==> src/hdl/pgw_pkg.sv <==
// Shared types and constants for the page table map walker.
`timescale 1ns / 1ps
`default_nettype none
package pgw_pkg;

  localparam int unsigned VPN_W   = 36;
  localparam int unsigned PFN_W   = 40;
  localparam int unsigned CNT_W   = 21;
  localparam int unsigned TIU_W   = 7;
  localparam int unsigned ENTRY_W = 64;
  localparam int unsigned IDX_W   = 9;

  // largest page count one request may map
  localparam logic [CNT_W-1:0] MAX_COUNT = 21'h10_0000;

  // low bits of an intermediate entry: present, writable, user
  localparam logic [11:0] TABLE_FLAGS = 12'h007;

  // walk levels that hold table pointers, top first
  localparam logic [1:0] LVL_L3 = 2'd3;
  localparam logic [1:0] LVL_L2 = 2'd2;
  localparam logic [1:0] LVL_L1 = 2'd1;

  typedef struct packed {
    logic [VPN_W-1:0] virt_page_start;
    logic [PFN_W-1:0] phys_page_start;
    logic [CNT_W-1:0] page_count;
    logic             attr_present;
    logic             attr_writable;
    logic             attr_user;
    logic             attr_global;
    logic             attr_nx;
  } pgw_req_t;

  typedef struct packed {
    logic               status;
    logic [CNT_W-1:0]   pages_mapped;
    logic [TIU_W-1:0]   tables_in_use;
    logic [ENTRY_W-1:0] last_leaf_entry;
  } pgw_rsp_t;

  // leaf entry: frame address plus selected attribute bits
  function automatic logic [ENTRY_W-1:0] leaf_entry(input logic [PFN_W-1:0] pfn,
                                                   input pgw_req_t        attr);
    leaf_entry = {attr.attr_nx, 11'b0, pfn, 3'b0, attr.attr_global, 5'b0,
                  attr.attr_user, attr.attr_writable, attr.attr_present};
  endfunction

  // intermediate entry pointing at a table frame
  function automatic logic [ENTRY_W-1:0] table_entry(input logic [PFN_W-1:0] frame);
    table_entry = {12'b0, frame, TABLE_FLAGS};
  endfunction

endpackage
`default_nettype wire

==> src/hdl/pgw_walker.sv <==
// Walk sequencer: clears the table store, walks and fills tables page by page.
`timescale 1ns / 1ps
`default_nettype none
module pgw_walker
  import pgw_pkg::*;
#(
  parameter int unsigned MAX_TABLES = 64,
  parameter int unsigned SW         = $clog2(MAX_TABLES),
  parameter int unsigned AW         = SW + IDX_W
) (
  input  wire logic               clk_i,
  input  wire logic               rst_ni,
  input  wire logic [PFN_W-1:0]   root_i,
  input  wire logic               req_valid_i,
  output logic                    req_ready_o,
  input  wire pgw_req_t           req_i,
  output logic                    res_valid_o,
  input  wire logic               res_ready_i,
  output pgw_rsp_t                res_o,
  output logic                    mem_we_o,
  output logic                    mem_re_o,
  output logic [AW-1:0]           mem_addr_o,
  output logic [ENTRY_W-1:0]      mem_wdata_o,
  input  wire logic [ENTRY_W-1:0] mem_rdata_i
);

  localparam int unsigned FW    = $clog2(MAX_TABLES + 1);
  localparam int unsigned DEPTH = MAX_TABLES * (2 ** IDX_W);

  localparam logic [2:0] ST_CLEAR = 3'd0;
  localparam logic [2:0] ST_IDLE  = 3'd1;
  localparam logic [2:0] ST_READ  = 3'd2;
  localparam logic [2:0] ST_CHECK = 3'd3;
  localparam logic [2:0] ST_LEAF  = 3'd4;
  localparam logic [2:0] ST_DONE  = 3'd5;

  logic [2:0]         state_q, state_d;
  logic [AW-1:0]      clr_q, clr_d;
  logic [FW-1:0]      frames_q, frames_d;
  logic [1:0]         lvl_q, lvl_d;
  logic [SW-1:0]      slot_q, slot_d;
  logic [VPN_W-1:0]   vpn_q, vpn_d;
  logic [PFN_W-1:0]   pfn_q, pfn_d;
  logic [CNT_W-1:0]   remain_q, remain_d;
  logic [CNT_W-1:0]   done_q, done_d;
  logic               status_q, status_d;
  logic [ENTRY_W-1:0] last_q, last_d;
  pgw_req_t           attr_q, attr_d;

  logic [IDX_W-1:0]   idx;
  logic [CNT_W-1:0]   count_clamped;
  logic [PFN_W-1:0]   rd_frame;
  logic [PFN_W-1:0]   rd_slot;
  logic [PFN_W-1:0]   new_frame;
  logic               hit;
  logic               full;
  logic [ENTRY_W-1:0] leaf;
  logic [FW+TIU_W-1:0] frames_ext;

  always_comb begin
    case (lvl_q)
      LVL_L3:  idx = vpn_q[3*IDX_W +: IDX_W];
      LVL_L2:  idx = vpn_q[2*IDX_W +: IDX_W];
      default: idx = vpn_q[IDX_W +: IDX_W];
    endcase
  end

  assign count_clamped = (req_i.page_count > MAX_COUNT) ? MAX_COUNT : req_i.page_count;

  // a present entry counts only if it points into an allocated table
  assign rd_frame  = mem_rdata_i[12 +: PFN_W];
  assign rd_slot   = rd_frame - root_i;
  assign hit       = mem_rdata_i[0] && (rd_slot < PFN_W'(frames_q));
  assign full      = (frames_q == FW'(MAX_TABLES));
  assign new_frame = root_i + PFN_W'(frames_q);
  assign leaf      = leaf_entry(pfn_q, attr_q);

  always_comb begin
    state_d     = state_q;
    clr_d       = clr_q;
    frames_d    = frames_q;
    lvl_d       = lvl_q;
    slot_d      = slot_q;
    vpn_d       = vpn_q;
    pfn_d       = pfn_q;
    remain_d    = remain_q;
    done_d      = done_q;
    status_d    = status_q;
    last_d      = last_q;
    attr_d      = attr_q;
    mem_we_o    = 1'b0;
    mem_re_o    = 1'b0;
    mem_addr_o  = {slot_q, idx};
    mem_wdata_o = '0;
    case (state_q)
      ST_CLEAR: begin
        mem_we_o   = 1'b1;
        mem_addr_o = clr_q;
        clr_d      = clr_q + 1'b1;
        if (clr_q == AW'(DEPTH - 1)) begin
          state_d = ST_IDLE;
        end
      end
      ST_IDLE: begin
        if (req_valid_i) begin
          vpn_d    = req_i.virt_page_start;
          pfn_d    = req_i.phys_page_start;
          remain_d = count_clamped;
          done_d   = '0;
          status_d = 1'b0;
          last_d   = '0;
          attr_d   = req_i;
          lvl_d    = LVL_L3;
          slot_d   = '0;
          state_d  = (count_clamped == '0) ? ST_DONE : ST_READ;
        end
      end
      ST_READ: begin
        mem_re_o = 1'b1;
        state_d  = ST_CHECK;
      end
      ST_CHECK: begin
        if (hit) begin
          slot_d = rd_slot[SW-1:0];
        end else if (full) begin
          status_d = 1'b1;
          state_d  = ST_DONE;
        end else begin
          mem_we_o    = 1'b1;
          mem_wdata_o = table_entry(new_frame);
          frames_d    = frames_q + 1'b1;
          slot_d      = frames_q[SW-1:0];
        end
        if (hit || !full) begin
          if (lvl_q == LVL_L1) begin
            state_d = ST_LEAF;
          end else begin
            lvl_d   = lvl_q - 1'b1;
            state_d = ST_READ;
          end
        end
      end
      ST_LEAF: begin
        mem_we_o    = 1'b1;
        mem_addr_o  = {slot_q, vpn_q[IDX_W-1:0]};
        mem_wdata_o = leaf;
        last_d      = leaf;
        done_d      = done_q + 1'b1;
        remain_d    = remain_q - 1'b1;
        vpn_d       = vpn_q + 1'b1;
        pfn_d       = pfn_q + 1'b1;
        lvl_d       = LVL_L3;
        slot_d      = '0;
        state_d     = (remain_q == CNT_W'(1)) ? ST_DONE : ST_READ;
      end
      ST_DONE: begin
        if (res_ready_i) begin
          state_d = ST_IDLE;
        end
      end
      default: state_d = ST_IDLE;
    endcase
  end

  always_ff @(posedge clk_i or negedge rst_ni) begin
    if (!rst_ni) begin
      state_q  <= ST_CLEAR;
      clr_q    <= '0;
      frames_q <= FW'(1);
      lvl_q    <= LVL_L3;
      slot_q   <= '0;
    end else begin
      state_q  <= state_d;
      clr_q    <= clr_d;
      frames_q <= frames_d;
      lvl_q    <= lvl_d;
      slot_q   <= slot_d;
    end
  end

  always_ff @(posedge clk_i) begin
    vpn_q    <= vpn_d;
    pfn_q    <= pfn_d;
    remain_q <= remain_d;
    done_q   <= done_d;
    status_q <= status_d;
    last_q   <= last_d;
    attr_q   <= attr_d;
  end

  assign frames_ext  = {{TIU_W{1'b0}}, frames_q};
  assign req_ready_o = (state_q == ST_IDLE);
  assign res_valid_o = (state_q == ST_DONE);
  assign res_o       = '{status:          status_q,
                         pages_mapped:    done_q,
                         tables_in_use:   frames_ext[TIU_W-1:0],
                         last_leaf_entry: last_q};

endmodule
`default_nettype wire

==> config.mk <==
export PLATFORM = sky130hd
export DESIGN_NAME = pgw_walker
export DESIGN_NICKNAME = d
export VERILOG_FILES = /design/src/hdl/pgw_pkg.sv /design/src/hdl/pgw_walker.sv
export SDC_FILE = /design/constraint.sdc
export NUM_CORES = 1
export LEC_CHECK = 0
export BUFFER_PORTS_ARGS = -buffer_cell sky130_fd_sc_hd__buf_2
export CAP_MARGIN = 20
export CORE_MARGIN = 8
export CORE_UTILIZATION = 25
export DETAILED_ROUTE_END_ITERATION = 7
export SLEW_MARGIN = 20
export SYNTH_ARGS = -nofsm -noshare
export SYNTH_HDL_FRONTEND = slang
export SYNTH_SLANG_ARGS = --single-unit
==> constraint.sdc <==
create_clock -name clk_i -period 8.2 [get_ports clk_i]
set_input_delay 1.23 -clock clk_i [delete_from_list [all_inputs] [get_ports clk_i]]
set_output_delay 1.23 -clock clk_i [all_outputs]
set_load 0.01 [all_outputs]
# Word-level counts from Yosys, hierarchy flattened
# Cells that the tools add are included.
[op_classes]
n_div = 0
order_cmp = 2
multipliers = 0
addsub = 9
eq_ne = 21
n_shift = 0
n_reduce_logical = 16
bitwise_logic = 2
mux = 42
[op_table]
columns = ["op", "count"]
rows = [
  ["$pmux 64 s2", 2],
  ["$mux 52", 2],
  ["$pmux 21 s2", 2],
  ["$pmux 40 s2", 1],
  ["$pmux 36 s2", 1],
  ["$mux 64", 1],
  ["$mux 21", 3],
  ["$add 40x1->40 const B", 1],
  ["$add 40x7->40", 1],
  ["$lt 40x7->1", 1],
  ["$mux 40", 1],
  ["$sub 40x40->40", 1],
  ["$add 36x1->36 const B", 1],
  ["$mux 36", 1],
  ["$pmux 15 s2", 1],
  ["$mux 3", 9],
  ["$add 21x1->21 const B", 1],
  ["$eq 21x1->1 const B", 1],
  ["$gt 21x21->1 const B", 1],
  ["$logic_not 21->1", 1],
  ["$sub 21x1->21 const B", 1],
  ["$mux 6", 3],
  ["$pmux 3 s6", 1],
  ["$pmux 6 s3", 1],
  ["30 further kinds", 53],
]
[word_totals]
mem_count = 0
reg_bits = 221
mem_bits_rw = 0
latchBits = 0
mem_bits_ro = 0
input_bits = 210

# Depth between registers and ports, before layout
[depth]
ltp_word = 6
mapped_depth = 18
mapped_depth_nobuf = 16

# Least setup slack after synthesis
# Ideal clock, no wire load.
[synth_path]
path_kind = "input-to-reg"
startpoint = "input req_valid_i"
endpoint = "register done_q[0], enable pin"
setup_ns = 0.689
slack_ns = -0.900
path_buffers = 1
path_stages = 5
arrival_time_ns = 8.411
required_time_ns = 7.511
cell_sequence = "o21ai_0 -> nor2_1 -> nor2_1 -> clkbuf_1 -> nor2_1"
[synth_between]
elab_chain_cells = 2
[synth_lines]
columns = ["element", "line", "rtl"]
rows = [
  ["start: declaration", "pgw_walker.sv:14", "input wire logic req_valid_i,"],
  ["$ne 2x2->1 (no source line)", "-", ""],
  ["$reduce_and 2->1 (no source line)", "-", ""],
  ["end signal: assignment", "pgw_walker.sv:185", "done_q <= done_d;"],
  ["end: declaration", "pgw_walker.sv:45", "logic [CNT_W-1:0] done_q, done_d;"],
]
# Every way passes these cells.
# A chain may end at the register's enable or synchronous reset.

# Worst setup path after layout
[layout_path]
startpoint = "input root_i[24]"
endpoint = "output mem_wdata_o[45]"
[layout_between]
elab_chain_cells = 5
word_cells_on_any_way = 7
[layout_lines]
columns = ["element", "line", "rtl"]
rows = [
  ["start: declaration", "pgw_walker.sv:13", "input wire logic [PFN_W-1:0] root_i,"],
  ["$sub 40x40->40", "pgw_walker.sv:72", "assign rd_slot = rd_frame - root_i;"],
  ["$lt 40x7->1", "pgw_walker.sv:73", "assign hit = mem_rdata_i[0] && (rd_slot < PFN_W'(frames_q));"],
  ["$logic_and 1x1->1", "pgw_walker.sv:73", ""],
  ["$mux 52 (*)", "pgw_walker.sv:123", "if (hit) begin"],
  ["$pmux 64 s2 (*)", "pgw_walker.sv:95", "case (state_q)"],
  ["end: declaration", "pgw_walker.sv:23", "output logic [ENTRY_W-1:0] mem_wdata_o,"],
]
# Every way passes the cells marked *; elsewhere a longest branch is shown, timed or not.

==> tab_implementation.tex <==
\begin{tabular}{lr}
\hline
Metric & Value \\
\hline
\multicolumn{2}{l}{\textbf{Timing}} \\
\quad Highest attainable clock frequency & 135 MHz \\
\quad Hold Worst Slack & approximately 0.50 ns \\
\quad Final Max Slew Viols & 0 \\
\quad Setup violations, final & 0 \\
\quad Share of the clock period used by the worst path after layout & 0.904 \\
\quad Number of failing hold endpoints at the final stage & 0 \\
\quad Worst slew pin tran & 1.19 ns \\
\quad Final worst slack & 0.790 ns \\
\quad Headroom to the max-slew limit & 0.206 \\
\quad RSZ-0062 raised after global routing & false \\
\quad Setup clock skew after layout & around 0.026 ns \\
\quad Post-route setup TNS & 0 ns \\
\quad Final Critical Period & roughly 7.4 ns \\
\multicolumn{2}{l}{\textbf{Synthesis}} \\
\quad Synth Area in XOR/XNOR & 0.104 \\
\quad Sequential cell area fraction in the yosys report & 0.388 \\
\quad Multiplexer area fraction after synthesis & 0.0194 \\
\quad Total standard cell area after synthesis & 0.0152 sq mm \\
\quad Post-synthesis register bit count & $\sim$200 \\
\quad Synth Area in Adders & 0.0544 \\
\quad Cell count after synthesis & 1717 \\
\quad Share of flip-flops with an asynchronous set or reset after synthesis & 0.163 \\
\quad Synthesized area divided by synthesized cell count & between 8 and 9 sq um \\
\quad Largest family of logic cells by synthesized area & simple AND/OR/NAND/NOR gates \\
\quad Number of enable-type register cells in the synthesized netlist & between 150 and 200 \\
\quad Area fraction in compound gates after synthesis & 0.155 \\
\quad Simple-gate portion of the synthesized area & 0.213 \\
\quad Distinct cell type count after synthesis & 79 \\
\quad Ys Warns & 0 \\
\quad Main flop type after synthesis & sky130\_fd\_sc\_hd\_\_edfxtp\_1 \\
\multicolumn{2}{l}{\textbf{Clocking}} \\
\quad Longest Clk Path Bufs & 3 \\
\quad CTS tree & built \\
\quad Number of hold buffers added after CTS & 0 \\
\quad Clock sinks & approximately 200 \\
\quad Root buf cell & sky130\_fd\_sc\_hd\_\_clkbuf\_16 \\
\quad Number of levels in the clock H-tree & 1 \\
\quad Clock-pin transition on the worst setup and hold timing paths & 0.07 ns \\
\quad Clock insertion delay at the later pin of the skew report & about 0.55 ns \\
\quad Number of clock buffers inserted by TritonCTS & 25 \\
\quad Number of setup buffers added after CTS & 0 \\
\quad Post-cts sizing count & 0 \\
\multicolumn{2}{l}{\textbf{Floorplan}} \\
\quad Floorplan core area & around 0.06 sq mm \\
\quad Height of the die & roughly 260 um \\
\quad Width of the die & roughly 260 um \\
\quad Standard-cell row count & 90 \\
\quad I/O pins & 386 \\
\quad Floorplan die area & 0.0691 sq mm \\
\quad Initial standard-cell utilization of the core & 0.253 \\
\multicolumn{2}{l}{\textbf{Global route}} \\
\quad Global-route wire length before repair & roughly 88000 um \\
\quad Leftover overflow at the end of global routing & 0 \\
\quad Via count of the first global-routing pass & between 10k and 15k \\
\quad Number of antenna violations at the first check in global routing & 1 \\
\quad Largest net degree at the start of global routing & around 160 \\
\quad Total routing usage reported by global routing & 0.159 \\
\multicolumn{2}{l}{\textbf{Worst setup path}} \\
\quad Critical path fanouts, max & 26 \\
\quad Logic depth of the worst path, buffers included & 16 \\
\quad Slowest-stage cell, CP & sky130\_fd\_sc\_hd\_\_ha\_1 \\
\quad Max incr delay on CP & 0.58 ns \\
\quad Sort of element at the end of the critical path & primary output \\
\quad Cell-by-cell trace of the critical path & buf\_2, inv\_1, ha\_1, nand2\_1, nor2\_1, nand4\_1, a311oi\_2, nand4\_1, or4\_1, nor4\_2, nand4\_2, buf\_4, nand2\_2, buf\_4, o21bai\_1, buf\_2 \\
\quad Worst Path Arrival & 6.18 ns \\
\quad Critical setup path kind & in -> out \\
\quad Nature of the critical path startpoint & input port \\
\quad Worst R2R Path Depth & 13 \\
\quad Buffer and inverter count on the worst path & 5 \\
\quad Largest delay share family, worst path & simple AND/OR/NAND/NOR gates \\
\quad Required arrival time at the worst endpoint & roughly 7.0 ns \\
\multicolumn{2}{l}{\textbf{Finish}} \\
\quad Relative area change from synthesis to final layout & 19.7\% \\
\quad Fraction of final layout cells sized beyond drive strength 1 & 0.208 \\
\quad Most common cell after layout, fill and taps aside & sky130\_fd\_sc\_hd\_\_buf\_2 \\
\quad Final instance count without filler cells & 2807 \\
\quad Highest-count cells in the layout ignoring fill and taps & sky130\_fd\_sc\_hd\_\_buf\_2 (324), sky130\_fd\_sc\_hd\_\_nand2\_1 (241), sky130\_fd\_sc\_hd\_\_edfxtp\_1 (169) \\
\quad Number of filler cells placed in the layout & 6374 \\
\quad Final net count & around 2.3k \\
\multicolumn{2}{l}{\textbf{Detailed routing}} \\
\quad Mean routed wirelength per cell & $\sim$21 um \\
\quad Initial DRC count & 1150 \\
\quad Number of detailed-routing iterations run before antenna repair & 5 \\
\quad Final Routed Wirelength & slightly below 60000 um \\
\quad Via-to-Cell Ratio & slightly below 5 \\
\quad DRC errors left & 0 \\
\quad Via total after detailed routing & about 14k \\
\quad ANT nets after route & 0 \\
\multicolumn{2}{l}{\textbf{Placed design}} \\
\quad IO buf count & $\sim$320 \\
\quad Routability Congestion & 0.942 \\
\quad Pre-CTS setup slack & 0.859 ns \\
\quad Detailed placement HPWL & 46500 um \\
\quad Post-Place Cells & approximately 2.8k \\
\multicolumn{2}{l}{\textbf{Run status}} \\
\quad Result of the run & finished clean \\
\multicolumn{2}{l}{\textbf{Min path}} \\
\quad Hold Path Cell Cnt & 1 \\
\quad Min-Delay Path Class & reg -> reg \\
\multicolumn{2}{l}{\textbf{Power and ir drop}} \\
\quad Worst voltage drop across the vdd grid & about 130 uV \\
\quad Power per Cell Area & about 150 mW/mm\^{}2 \\
\quad Leakage power of the design & 7.50 nW \\
\multicolumn{2}{l}{\textbf{Job}} \\
\quad Max\_cap viols & 0 \\
\hline
\end{tabular}
[stage by stage]
step	cell area, sq um	utilization	power (mW)
2_1_floorplan	15400	-	1.41
3_3_place_gp	17400	0.289	1.57
3_5_place_dp	17400	0.289	1.57
4_1_cts	18200	0.302	2.70
5_1_grt	18200	0.303	2.78
6_report	18200	0.303	2.68
[registers in the layout (all words and copies together) (netlist names)]
signal	cells
attr_q	5
clr_q	15
done_q	21
frames_q	7
last_q	45
lvl_q	2
pfn_q	40
remain_q	21
slot_q	6
state_q	3
status_q	1
vpn_q	36
[per-layer routing]
| metal | vias to the layer above | track usage | part of all wire |
|---|---|---|---|
| li1 | 6665 | - | - |
| met3 | 61 | 0.0346 | 0.069 |
| met4 | 0 | 0.0365 | 0.025 |
| met1 | 6681 | 0.214 | 0.45 |
| met2 | 506 | 0.260 | 0.45 |
| met5 | - | 0 | 0 |
[synthesized netlist by cell type, types with 14 or more instances]
cell | n | share of area
sky130_fd_sc_hd__a21oi_1 | 73 | 0.024
sky130_fd_sc_hd__o21bai_1 | 49 | 0.024
sky130_fd_sc_hd__edfxtp_1 | 169 | 0.33
sky130_fd_sc_hd__ha_1 | 63 | 0.052
sky130_fd_sc_hd__nor3_1 | 33 | 0.011
sky130_fd_sc_hd__a211oi_1 | 14 | 0.0069
sky130_fd_sc_hd__and3_1 | 86 | 0.035
sky130_fd_sc_hd__o21ai_0 | 125 | 0.041
sky130_fd_sc_hd__nor2_1 | 108 | 0.027
sky130_fd_sc_hd__nand2_1 | 243 | 0.060
sky130_fd_sc_hd__nand3_1 | 80 | 0.026
sky130_fd_sc_hd__inv_1 | 79 | 0.019
sky130_fd_sc_hd__xor2_1 | 73 | 0.042
sky130_fd_sc_hd__buf_4 | 42 | 0.021
sky130_fd_sc_hd__mux2i_1 | 16 | 0.011
sky130_fd_sc_hd__dfrtp_1 | 30 | 0.049
sky130_fd_sc_hd__xnor2_1 | 108 | 0.062
sky130_fd_sc_hd__clkbuf_1 | 48 | 0.012
sky130_fd_sc_hd__nor4_1 | 15 | 0.0062
sky130_fd_sc_hd__a21o_1 | 15 | 0.0074
sky130_fd_sc_hd__nand4_1 | 40 | 0.016
[report_power, final]
group | leakage (nW) | internal (mW) | switching [mW]
clock network | 0.397 | 0.660 | 0.468
registers | 1.93 | 1.11 | 0.0000000872
logic | 5.17 | 0.163 | 0.279
[kinds of logic after synthesis]
logic type / count (synthesis)
AOI/OAI and AO/OA: 372
xor gates and xnor gates: 181
adders and majority gates: 65
buffers and inverters: 195
DFF: 202
muxes: 28
other: 1
and+or+nand+nor: 673
[path summary, 6_finish.rpt]
kind | slack, ns | end | from
setup reg to reg | 3.94 | frames_q[1] | frames_q[1]
setup / recovery | 0.79 | mem_wdata_o[45] | root_i[24]
hold reg to reg | 0.50 | clr_q[13] | clr_q[13]
hold / removal | 0.50 | clr_q[13] | clr_q[13]
max in group asynchronous | 6.92 | state_q[2] | rst_ni
min in group asynchronous | 0.75 | slot_q[2] | rst_ni
[layout make-up]
type / count / area [sq um] / share of cell area
Multi-Input combinational cell: 1357 / 8490 / 0.465
Sequential cell: 202 / 5910 / 0.324
Antenna cell: 3 / 7.51 / 0.000412
Tap cell: 782 / 978 / 0.0537
Clock inverter: 17 / 181 / 0.00995
Timing Repair Buffer: 338 / 1740 / 0.0954
Inverter: 79 / 297 / 0.0163
Clock buffer: 29 / 641 / 0.0351
Note: power is estimated with default switching activity, not from simulation.
